File: src/hdl/tli_pkg.sv
// ----------------------------------------------------------------------------
// tli_pkg
// Shared types and constants of the table linear interpolator: field widths,
// operation and status codes, and the payload and command structs.
// ----------------------------------------------------------------------------
package tli_pkg;

    localparam int VALUE_WIDTH     = 24;
    localparam int INDEX_WIDTH     = 8;
    localparam int SEG_WIDTH       = 8;
    localparam int STATUS_WIDTH    = 2;
    localparam int CFG_WIDTH       = 9;
    localparam int DEF_TABLE_DEPTH = 256;
    localparam int CMD_QUEUE_DEPTH = 2;
    localparam int RES_QUEUE_DEPTH = 2;
    localparam logic [CFG_WIDTH-1:0] CFG_RESET = CFG_WIDTH'(2);

    localparam logic OP_LOAD  = 1'b0;
    localparam logic OP_QUERY = 1'b1;

    localparam logic [STATUS_WIDTH-1:0] ST_INSIDE = 2'd0;
    localparam logic [STATUS_WIDTH-1:0] ST_BELOW  = 2'd1;
    localparam logic [STATUS_WIDTH-1:0] ST_ABOVE  = 2'd2;
    localparam logic [STATUS_WIDTH-1:0] ST_FLAT   = 2'd3;

    typedef struct packed {
        logic                   opcode;
        logic [INDEX_WIDTH-1:0] entry_index;
        logic [VALUE_WIDTH-1:0] entry_momentum;
        logic [VALUE_WIDTH-1:0] entry_range;
        logic [VALUE_WIDTH-1:0] query_momentum;
    } t_in_item;

    typedef struct packed {
        logic signed [VALUE_WIDTH-1:0] range_value;
        logic [SEG_WIDTH-1:0]          segment_index;
        logic [STATUS_WIDTH-1:0]       position_status;
    } t_out_item;

    typedef struct packed {
        logic                   is_query;
        logic [INDEX_WIDTH-1:0] index;
        logic [VALUE_WIDTH-1:0] momentum;
        logic [VALUE_WIDTH-1:0] range_val;
    } t_cmd;

endpackage

File: src/hdl/tli_fifo.sv
// ----------------------------------------------------------------------------
// tli_fifo
// Small register queue with push/full and pop/empty sides.
// ----------------------------------------------------------------------------
module tli_fifo #(
    parameter int WIDTH = 8,
    parameter int DEPTH = tli_pkg::CMD_QUEUE_DEPTH
) (
    input  logic             i_clk,
    input  logic             i_rst_n,
    input  logic             i_push,
    input  logic [WIDTH-1:0] i_data,
    output logic             o_full,
    input  logic             i_pop,
    output logic [WIDTH-1:0] o_data,
    output logic             o_empty
);

    localparam int PW = (DEPTH > 1) ? $clog2(DEPTH) : 1;
    localparam int CW = $clog2(DEPTH + 1);

    logic [WIDTH-1:0] r_mem [DEPTH];
    logic [PW-1:0]    r_wr_ptr;
    logic [PW-1:0]    r_rd_ptr;
    logic [CW-1:0]    r_count;
    logic             do_push;
    logic             do_pop;

    assign o_full  = (r_count == CW'(DEPTH));
    assign o_empty = (r_count == '0);
    assign do_push = i_push && !o_full;
    assign do_pop  = i_pop && !o_empty;
    assign o_data  = r_mem[r_rd_ptr];

    always_ff @(posedge i_clk) begin
        if (!i_rst_n) begin
            r_wr_ptr <= '0;
            r_rd_ptr <= '0;
            r_count  <= '0;
        end else begin
            if (do_push) begin
                r_wr_ptr <= (r_wr_ptr == PW'(DEPTH - 1)) ? '0 : r_wr_ptr + PW'(1);
            end
            if (do_pop) begin
                r_rd_ptr <= (r_rd_ptr == PW'(DEPTH - 1)) ? '0 : r_rd_ptr + PW'(1);
            end
            if (do_push && !do_pop) begin
                r_count <= r_count + CW'(1);
            end else if (do_pop && !do_push) begin
                r_count <= r_count - CW'(1);
            end
        end
    end

    always_ff @(posedge i_clk) begin
        if (do_push) begin
            r_mem[r_wr_ptr] <= i_data;
        end
    end

endmodule

File: src/hdl/tli_front.sv
// ----------------------------------------------------------------------------
// tli_front
// Input side: accepts transactions, classifies loads and queries, drops loads
// outside the table and queues commands for the back end.
// ----------------------------------------------------------------------------
module tli_front #(
    parameter int TABLE_DEPTH = tli_pkg::DEF_TABLE_DEPTH
) (
    input  logic              i_clk,
    input  logic              i_rst_n,
    input  logic              i_push,
    input  tli_pkg::t_in_item i_item,
    output logic              o_full,
    output logic              o_cmd_valid,
    output tli_pkg::t_cmd     o_cmd,
    input  logic              i_cmd_pop
);

    localparam int CMD_W = $bits(tli_pkg::t_cmd);

    tli_pkg::t_cmd    cmd;
    logic             is_query;
    logic             keep;
    logic             enq;
    logic             q_empty;
    logic [CMD_W-1:0] q_rdata;

    assign is_query = (i_item.opcode == tli_pkg::OP_QUERY);
    assign keep     = is_query || (32'(i_item.entry_index) < 32'(TABLE_DEPTH));
    assign enq      = i_push && keep;

    always_comb begin
        cmd.is_query  = is_query;
        cmd.index     = i_item.entry_index;
        cmd.momentum  = is_query ? i_item.query_momentum : i_item.entry_momentum;
        cmd.range_val = i_item.entry_range;
    end

    tli_fifo #(
        .WIDTH (CMD_W),
        .DEPTH (tli_pkg::CMD_QUEUE_DEPTH)
    ) u_cmd_queue (
        .i_clk   (i_clk),
        .i_rst_n (i_rst_n),
        .i_push  (enq),
        .i_data  (cmd),
        .o_full  (o_full),
        .i_pop   (i_cmd_pop),
        .o_data  (q_rdata),
        .o_empty (q_empty)
    );

    assign o_cmd       = tli_pkg::t_cmd'(q_rdata);
    assign o_cmd_valid = !q_empty;

endmodule

File: config.mk
export PLATFORM = sky130hd
export DESIGN_NAME = tli_front
export DESIGN_NICKNAME = d
export VERILOG_FILES = /design/src/hdl/tli_pkg.sv /design/src/hdl/tli_fifo.sv /design/src/hdl/tli_front.sv
export SDC_FILE = /design/constraint.sdc
export NUM_CORES = 1
export LEC_CHECK = 0
export ABC_AREA = 1
export BUFFER_PORTS_ARGS = -buffer_cell sky130_fd_sc_hd__buf_2
export CAP_MARGIN = 20
export CELL_PAD_IN_SITES_DETAIL_PLACEMENT = 1
export CELL_PAD_IN_SITES_GLOBAL_PLACEMENT = 1
export CORE_ASPECT_RATIO = 1.25
export CORE_MARGIN = 2
export CORE_UTILIZATION = 31
export CTS_CLUSTER_SIZE = 25
export DETAILED_ROUTE_END_ITERATION = 8
export GPL_TIMING_DRIVEN = 1
export PLACE_DENSITY_LB_ADDON = 0.1
export SLEW_MARGIN = 20
export SYNTH_ARGS = -nofsm -noshare
export SYNTH_HDL_FRONTEND = slang
export SYNTH_HIERARCHICAL = 1
export SYNTH_SLANG_ARGS = --single-unit
export TNS_END_PERCENT = 10
File: constraint.sdc
create_clock -name i_clk -period 5.34 [get_ports i_clk]
set_input_delay 1.068 -clock i_clk [delete_from_list [all_inputs] [get_ports i_clk]]
set_output_delay 1.068 -clock i_clk [all_outputs]
set_load 0.01 [all_outputs]
Yosys cells after proc, flatten, opt, wreduce, memory -nomap -nowiden
Memory sizes are Yosys's and may differ from the RTL's. A register that Yosys moved wholly into a read port is not among the register bits.
Cells that the tools add are included.
{ "classes": {"muxes": 9, "n_reduce_logical": 10, "eq_ne": 1, "n_addsub": 4} }
{ "op_table": {"columns": ["op", "count"], "rows": [
  ["two-way mux 24 bit", 1],
  ["two-way mux 1 bit", 6],
  ["logical AND 1 bit", 4],
  ["logical NOT 1 bit", 4],
  ["two-way mux 2 bit", 2],
  ["adder 1 bit (second input constant)", 2],
  ["adder 2 x 1 -> 2 bit (second input constant)", 1],
  ["== test 2 bit (second input constant)", 1],
  ["logical NOT 2 bit", 1],
  ["nonzero test 2 bit", 1],
  ["subtractor 2 x 1 -> 2 bit (second input constant)", 1]
]} }
{ "totals": {"mem_count": 1, "mem_bits_rw": 114, "register_bits": 4, "elab_cells": 28} }
{ "memory_table": {"columns": ["memory", "words", "width", "read_ports", "rd_clocked_by_memory_dff", "wr", "line_no", "source"], "rows": [
  ["u_cmd_queue.r_mem", 2, 57, 1, 1, 1, "tli_fifo.sv:22", "logic [WIDTH-1:0] r_mem [DEPTH];"]
]} }

Logic depth before layout (Yosys ltp)
Gate-level depths: netlist of run 1.
{ "logic_depth": {"ltp_word": 7, "depth_mapped": 10, "ltp_nobuf": 10} }

By module
The synthesis of run 1 kept the hierarchy.
{ "by_module_without_submodules": {"columns": ["module", "cells_each", "seq_area_each_um2", "instances", "area_each_um2"], "rows": [
  ["tli_fifo", 215, 3523.4, 1, 4474.3],
  ["tli_front", 79, 0.0, 1, 377.9]
]} }

Least setup slack after synthesis of run 1
OpenSTA, ideal clock, no wires.
{ "synth_timing": {"path_type": "input-to-reg", "start": "input port i_push", "end": "memory u_cmd_queue/r_mem[0][0] (netlist bit), enable pin", "required_time_ns": 4.868, "slack_ns": 1.309, "setup_time_ns": 0.472, "n_path_buf": 0, "path_stages": 2, "arrival_time_ns": 3.559, "cell_sequence": "o21ai_1 nor2_1"} }
{ "synth_between": {"elab_chain_len": 3} }
{ "synth_rtl": {"columns": ["element", "line_no", "source"], "rows": [
  ["from (decl)", "tli_front.sv:11", "input logic i_push,"],
  ["logical AND 1 bit", "tli_fifo.sv:31", "assign do_push = i_push && !o_full;"],
  ["two-way mux 1 bit", "tli_fifo.sv:56", "if (do_push) begin"],
  ["two-way mux 1 bit (implied by the code)", "tli_fifo.sv:57", "r_mem[r_wr_ptr] <= i_data;"],
  ["to (decl)", "tli_fifo.sv:22", null]
]} }
Every way passes these cells.

==> impl_metrics.tcl, run 1 <==
set metrics [dict create \
    overflow 0 \
    start_util_pct 31.4 \
    synth_common_cells "114 x edfxtp_1, 68 x nand2_1, 30 x mux2_4" \
    place_ws_ps 2300 \
    peakVddDrop_mv 0.176 \
    grt_pass1_vias 2974 \
    ys_seq_area_share_pct 72.6 \
    synth_edf_count 114 \
    drc 0 \
    dp_cells 640 \
    startpoint_type "flop" \
    clk-insertion-delay-late_ps 400 \
    total_power_w 0.00310 \
    clk_path_buf_depth 2 \
    ys_types 19 \
    track_usage_pct 12.7 \
    swShare_pct 25.2 \
    cts_resized 0 \
    wl_met1_um 3820 \
    syn2layout_area_growth_pct 31.5 \
    seqPwrFrac_pct 41.4 \
    htreeDepth 4 \
    fillers 1667 \
    drt_wl_total_um 10100 \
    cap_viol_max_count 0 \
    period_share_pct 57.5 \
    nets 533 \
    grt_pass1_wl_um 15200 \
    post-cts-setup-buffers 0 \
    hp-class "flop to flop" \
    rr_startpoint "u_cmd_queue/r_count[0]" \
    tightest_slew_ps 1010 \
    clockPowerShare_pct 38.9 \
    vias 2774 \
    hold_buffers 0 \
    grt_max_degree 58 \
    routed.top_layer "met4" \
    synth_nets 380 \
    fin_ws_ps 2270 \
    die_w_um 116 \
    async_flop_share_pct 0 \
    ys_warn_count 6 \
    syn-cell-area_um2 4850 \
    cts_tree "yes" \
    dr_wl_met2_um 5490 \
    avgSynthCellArea_um2 16.5 \
    holdCritStartpoint "u_cmd_queue/r_rd_ptr" \
    place_congestion 0.680 \
    crit_fanout 57 \
    slew_viol_final 0 \
    p_leak_nw 2.61 \
    detail_route.wl_per_cell_um 15.0 \
    netlist.area_leader.share_pct 70.6 \
    antenna_found_initial 0 \
    setup-violations-final 0 \
    wl_met3_um 595 \
    min_path_cells 2 \
    die_h_um 144 \
    rows 51 \
    core_um2 15400 \
    syn_inst 294 \
    synth-main-ff-cell "edfxtp_1" \
    viasPerCell 4.13 \
    cp.arrival_ps 2000 \
    die_area_um2 16700 \
    drive_above_1_share_pct 53.4 \
    drt-pass1-iter-count 6 \
    port_buffers 143 \
    place_hpwl_um 6870 \
    multi_input_area_um2 1170 \
    critPathCaptureType "output port" \
    cts_root_buffer "clkbuf_16" \
    ys_seq_elements 119 \
    rsz0062_at_grt "false" \
    numCtsBuffers 17 \
    clkTransAtPathRegs_ps 50 \
    hold_violations 0 \
    rrSetupSlack_ps 3060 \
    final_util_pct 41.3 \
    cts_sinks 119 \
    seqCellArea_um2 3530 \
    reg2reg_to "u_cmd_queue/r_mem[0][51]" \
    drtIter0Drc 85 \
    relSlewSlack_pct 32.2 \
    finalNonFillerCells 672 \
    max_freq_mhz 326 \
    finalClockSkew_ps 7.50 \
    reg2reg_depth 3 \
    synthTopCellsByArea "edfxtp_1 71%, mux2_4 9.3%, mux2_2 6.3%, nand2_1 5.3%, dfxtp_1 2.1%" \
    powerDensity_nw_per_um2 486 \
    worstSetupPathType "flop to output port" \
    p_sw_w 0.000780 \
    yosysTopAreaCell "edfxtp_1" \
    outcome "finished, final reports clean" \
    layout_min_cycle_time_ps 3070 \
    cp.required_ps 4270 \
    num_io_pins 144 \
    ant_nets 0 \
    tns_ps 0 \
    synth.most_common_cell "edfxtp_1" \
    p_comb_share_pct 19.7 \
    internal_power_w 0.00232 \
]
==> worst max-delay path, cell delays in order (launching register included) <==
cell and delay [ps]:
dfxtp_4 970, mux2_2 430, buf_2 140
==> worst max-delay path by stage <==
stage                      start                        to  cells past startpoint
after floorplan           i_push   u_cmd_queue/r_mem[0][0]                      2
after global placement    i_push  u_cmd_queue/r_mem[0][53]                      4
after detailed placement  i_push  u_cmd_queue/r_mem[0][53]                      4
after CTS                   flop                 o_cmd[54]                      2
after global routing        flop                 o_cmd[36]                      2
final                       flop                 o_cmd[36]                      2
==> cell usage in the layout (no fill, tap or decap), drive strengths merged, types with 3 or more instances in the layout <==
| master | count |
|---|---|
| clkbuf | 17 |
| bufinv | 5 |
| nor2 | 11 |
| o21ai | 3 |
| clkinv | 4 |
| nand2 | 78 |
| clkinvlp | 4 |
| buf | 145 |
| edfxtp | 114 |
| mux2 | 57 |
| dfxtp | 5 |
| inv | 12 |
==> area by class of cell <==
| class | instances | area share [%] |
|---|---|---|
| timing repair buffer | 145 | 11.5 |
| multi-input combinational | 153 | 18.4 |
| clock inverter | 14 | 3.24 |
| inverter | 11 | 0.765 |
| antenna | 1 | 0.0392 |
| clock buffer | 17 | 6.67 |
| tap | 212 | 4.16 |
| sequential | 119 | 55.3 |
==> cell families (layout without fill, tap and decap cells) <==
family | count (synthesis) | in the layout | synth area share [%]
compound gates | 4 | 4 | 0.412
fa+ha+maj | 1 | 1 | 0.258
buf+inv | 22 | 187 | 3.53
flops | 119 | 119 | 72.6
mux | 57 | 57 | 15.5
other cells | 0 | 1 | 0
simple gates | 91 | 91 | 7.63
==> flip-flops by register name (all words and copies together) (netlist names), named ones only <==
register and count:
u_cmd_queue/r_wr_ptr 1, u_cmd_queue/r_mem 114, u_cmd_queue/r_rd_ptr 1, u_cmd_queue/r_count 2
==> per-layer routing <==
metal / GRT usage [%] / vias up
li1: - / 1364
met1: 13.7 / 1315
met2: 22.1 / 85
met3: 4.51 / 10
met4: 5.83 / 0
met5: 0 / -
==> power groups by stage <==
stage	combinational, W	clock [W]	sequential [W]
global route	0.000676	0.00127	0.00130
CTS	0.000632	0.00123	0.00129
global placement	0.000625	0	0.00130
finish	0.000612	0.00120	0.00128
floorplan	0.000452	0	0.00124
detailed placement	0.000630	0	0.00131
==> metrics by stage <==
| stage | instance area, um^2 | hold slack (ps) |
|---|---|---|
| floorplan | 4850 | 467 |
| global placement | 5740 | 480 |
| detailed placement | 5740 | 497 |
| CTS | 6380 | 519 |
| global route | 6380 | 542 |
| finish | 6380 | 514 |
Note: power is estimated with default switching activity, not from simulation.
==> run 2: changes to the inputs <==
==> constraint.sdc (replaced) <==
create_clock -name i_clk -period 2.9 [get_ports i_clk]
set_input_delay 0.58 -clock i_clk [delete_from_list [all_inputs] [get_ports i_clk]]
set_output_delay 0.58 -clock i_clk [all_outputs]
set_load 0.01 [all_outputs]
==> impl_metrics.tcl, run 2 (synthesized netlist as in run 1, its figures left out) <==
set metrics [dict create \
    outcome "finished, final reports clean" \
    top_register "u_cmd_queue/r_mem" \
    die_w_um 116 \
    syn2layout_area_growth_pct 31.7 \
    antenna_found_initial 0 \
    diodes 0 \
    startpoint_type "flop" \
    place_congestion 0.698 \
    final_util_pct 41.4 \
    port_buffers 143 \
    period_share_pct 80.9 \
    detail_route.wl_per_cell_um 15.1 \
    grt_max_degree 31 \
    cts_sinks 119 \
    finalClockSkew_ps 9.50 \
    core_um2 15400 \
    track_usage_pct 12.6 \
    crit_fanout 30 \
    cts_resized 0 \
    drt-pass1-iter-count 4 \
    final_cell_mix "143 x buf_2, 114 x edfxtp_1, 68 x nand2_1, 30 x mux2_4, 27 x mux2_2" \
    post-cts-setup-buffers 0 \
    place_hpwl_um 6920 \
    ant_nets 0 \
    tightest_slew_ps 609 \
    drtIter0Drc 69 \
    path_cells "buf_12, mux2_2, buf_2" \
    clk-insertion-delay-late_ps 410 \
    start_util_pct 31.4 \
    vias 2821 \
    rrSetupSlack_ps 1170 \
    rows 51 \
    dr_wl_met2_um 5560 \
    layout_min_cycle_time_ps 2350 \
    hold_buffers 0 \
    multi_input_area_um2 1170 \
    drt_wl_total_um 10200 \
    routed.top_layer "met4" \
    fillers 1651 \
    cts_tree "yes" \
    clk_path_buf_depth 2 \
    rsz0062_at_grt "false" \
    slowest_delay_ps 560 \
    grt_pass1_wl_um 15200 \
    crit_slowest_cell "dfxtp_4" \
    cp.arrival_ps 1770 \
    grt_pass1_vias 3007 \
    powerDensity_nw_per_um2 878 \
    worstSetupPathType "flop to output port" \
    num_io_pins 144 \
    numCtsBuffers 17 \
    largestRegisters "u_cmd_queue/r_mem x114, u_cmd_queue/r_count x2" \
    hold_violations 0 \
    wl_met3_um 576 \
    cap_viol_max_count 0 \
    setup-violations-final 0 \
    seqCellArea_um2 3530 \
    die_area_um2 16700 \
    htreeDepth 4 \
    final_common_cell "buf_2" \
    wl_met1_um 4000 \
    drc 0 \
    hp-class "input pin to flop" \
    peakVddDrop_mv 0.297 \
    relSlewSlack_pct 59.4 \
    largest_reg_flops 114 \
    cts_root_buffer "clkbuf_16" \
    cp.required_ps 2320 \
    nets 537 \
    overflow 0 \
    drive_above_1_share_pct 54.1 \
    critPathCaptureType "output port" \
    viasPerCell 4.17 \
    max_freq_mhz 426 \
    clkTransAtPathRegs_ps 60 \
    slew_viol_final 0 \
    die_h_um 144 \
    total_power_w 0.00561 \
    p_leak_nw 2.62 \
]
==> run 2: cell count changes in the layout (fill, tap and decap cells not counted) <==
cell        before  now
diode_2          1    0
clkinv_4         0    4
clkinv_2         2    1
clkinvlp_4       4    5
buf_12           0    1
buf_4            2    5
bufinv_16        5    3
clkinv_1         2    1
==> run 2: final timing paths <==
check / cells past startpoint / endpoint / startpoint
worst max-delay path: 3 / o_cmd[56] / flop
worst min-delay path: 1 / u_cmd_queue/r_mem[0][55] / i_item[79]
worst max register to register: 9 / u_cmd_queue/r_count[1] / u_cmd_queue/r_count[1]
worst min register to register: 2 / u_cmd_queue/r_rd_ptr / u_cmd_queue/r_rd_ptr
==> run 2: critical path, delay by kind of cell (launching register included) <==
| family | cells | cell delay, ps |
|---|---|---|
| flops | 1 | 560 |
| mux | 1 | 380 |
| buf+inv | 2 | 410 |
==> run 2: power breakdown <==
part	internal [W]	switching, W	total (W)
Sequential	0.00219	0.000102	0.00229
Clock	0.00135	0.000756	0.00211
Combinational	0.000587	0.000629	0.00122
==> run 2: cell type report <==
cell class / count / share of cell area, %
Clock inverter: 15 / 2.82
Multi-Input combinational cell: 153 / 18.3
Timing Repair Buffer: 149 / 12.1
Tap cell: 212 / 4.15
Inverter: 11 / 0.763
Clock buffer: 17 / 6.65
Sequential cell: 119 / 55.2
==> run 2: stage by stage <==
step	worst slack, ps	instance area (um^2)	std cells	setup TNS (ps)	hold WS (ps)
2_1_floorplan	-643	4850	294	-73350	467
3_3_place_gp	941	5790	644	0	487
3_5_place_dp	926	5790	644	0	511
4_1_cts	479	6390	676	0	335
5_1_grt	454	6390	676	0	333
6_report	554	6390	676	0	361
==> run 2: metal layers <==
metal	vias to the layer above	GRT usage, %
li1	1371	-
met1	1361	13.8
met2	84	22.1
met3	5	4.77
met4	0	4.70
met5	-	0
==> run 3: changes to the inputs <==
==> constraint.sdc (replaced) <==
create_clock -name i_clk -period 2.2 [get_ports i_clk]
set_input_delay 0.44 -clock i_clk [delete_from_list [all_inputs] [get_ports i_clk]]
set_output_delay 0.44 -clock i_clk [all_outputs]
set_load 0.01 [all_outputs]
==> impl_metrics.tcl, run 3 (synthesized netlist as in run 1, its figures left out) <==
set metrics [dict create \
    outcome "finished, final reports clean" \
    cp.arrival_ps 1540 \
    internal_power_w 0.00558 \
    vias 2842 \
    finalClockSkew_ps 6.54 \
    swShare_pct 25.9 \
    clk_path_buf_depth 2 \
    num_io_pins 144 \
    slew_viol_final 0 \
    cts_tree "yes" \
    rows 51 \
    p_comb_share_pct 22.6 \
    die_w_um 116 \
    track_usage_pct 13.2 \
    slowest_delay_ps 410 \
    max_freq_mhz 505 \
    rrSetupSlack_ps 440 \
    numCtsBuffers 17 \
    overflow 0 \
    worstSetupPathType "flop to output port" \
    clkTransAtPathRegs_ps 60 \
    cts_sinks 119 \
    powerDensity_nw_per_um2 1170 \
    port_buffers 143 \
    grt_pass1_wl_um 15800 \
    drtIter0Drc 73 \
    ant_nets 0 \
    fin_ws_ps 221 \
    hold_violations 0 \
    syn2layout_area_growth_pct 33.0 \
    total_power_w 0.00754 \
    drt_wl_total_um 10500 \
    layout_min_cycle_time_ps 1980 \
    p_sw_w 0.00195 \
    nets 539 \
    place_ws_ps 439 \
    seqPwrFrac_pct 39.7 \
    die_area_um2 16700 \
    place_hpwl_um 7030 \
    start_util_pct 31.4 \
    grt_max_degree 58 \
    hold_buffers 0 \
    relSlewSlack_pct 64.1 \
    final_cell_mix "143 x buf_2, 114 x edfxtp_1, 68 x nand2_1, 30 x mux2_4, 27 x mux2_2" \
    fillers 1675 \
    drive_above_1_share_pct 54.1 \
    clockPowerShare_pct 37.7 \
    clk-insertion-delay-late_ps 410 \
    p_leak_nw 2.65 \
    cts_root_buffer "clkbuf_16" \
    stdcell_area_um2 6450 \
    die_h_um 144 \
    final_util_pct 41.8 \
    dp_cells 643 \
    critPathCaptureType "output port" \
    hp-class "input pin to flop" \
    period_share_pct 90.0 \
    crit_fanout 20 \
    viasPerCell 4.19 \
    rsz0062_at_grt "false" \
    detail_route.wl_per_cell_um 15.5 \
    drc 0 \
    core_um2 15400 \
    cap_viol_max_count 0 \
    top_register "u_cmd_queue/r_mem" \
    cp.required_ps 1760 \
    path_cells "buf_12, mux2_2, buf_2" \
    setup-violations-final 0 \
    drt-pass1-iter-count 4 \
    cts_resized 0 \
    final_common_cell "buf_2" \
    post-cts-setup-buffers 0 \
    place_congestion 0.714 \
    tightest_slew_ps 534 \
    largest_reg_flops 114 \
    largestRegisters "u_cmd_queue/r_mem x114, u_cmd_queue/r_count x2" \
    grt_pass1_vias 2957 \
    finalNonFillerCells 679 \
    peakVddDrop_mv 0.426 \
    htreeDepth 4 \
    place_area_um2 5820 \
    startpoint_type "flop" \
    antenna_found_initial 0 \
    crit_slowest_cell "dfxtp_4" \
]
## run 3: cell count changes in the layout (fill, tap and decap cells not counted)
cell / delta
clkinv_4: -3
buf_12: +3
diode_2: +1
buf_4: -1
clkbuf_1: +1
inv_6: -1
clkinvlp_4: -1
clkinv_2: +3
bufinv_16: +1
## run 3: per-layer routing
layer / up-vias / GRT usage (%) / wire (um)
li1: 1378 / - / -
met1: 1370 / 14.8 / 4120
met2: 80 / 22.7 / 5590
met3: 14 / 3.58 / 561
met5: - / 0 / 0
met4: 0 / 7.14 / 228
## run 3: worst paths after layout
kind                           from                  endpoint  cells past startpoint
min reg2reg    u_cmd_queue/r_rd_ptr      u_cmd_queue/r_rd_ptr                      2
min                      i_item[43]  u_cmd_queue/r_mem[1][19]                      1
max                            flop                 o_cmd[39]                      3
max reg2reg  u_cmd_queue/r_count[1]    u_cmd_queue/r_count[1]                      9
## run 3: power groups by stage
| stage | sequential (W) | clock (W) | combinational, W |
|---|---|---|---|
| floorplan | 0.00300 | 0 | 0.00110 |
| global placement | 0.00306 | 0 | 0.00166 |
| detailed placement | 0.00307 | 0 | 0.00169 |
| CTS | 0.00303 | 0.00292 | 0.00169 |
| global route | 0.00302 | 0.00302 | 0.00186 |
| finish | 0.00299 | 0.00284 | 0.00170 |
## run 3: area by class of cell
cell class | instances | area (um^2) | area share, %
clock buffers | 18 | 429 | 6.65
clock inverters | 14 | 183 | 2.83
well taps | 212 | 265 | 4.11
flip-flops and latches | 119 | 3530 | 54.7
diodes | 1 | 2.50 | 0.0388
inverters | 11 | 48.8 | 0.756
multi-input cells | 153 | 1170 | 18.2
repair buffers | 151 | 826 | 12.8
## run 3: stage by stage
step	setup TNS, ps	hold slack, ps
4_1_cts	0	196
3_3_place_gp	0	485
5_1_grt	0	199
6_report	0	220
2_1_floorplan	-30820	467
3_5_place_dp	0	502
## run 3: worst max-delay path: cells and delay by family, from the launching register on
kind	cells	cell delay (ps)
buffers and inverters	2	350
DFF	1	410
muxes	1	360
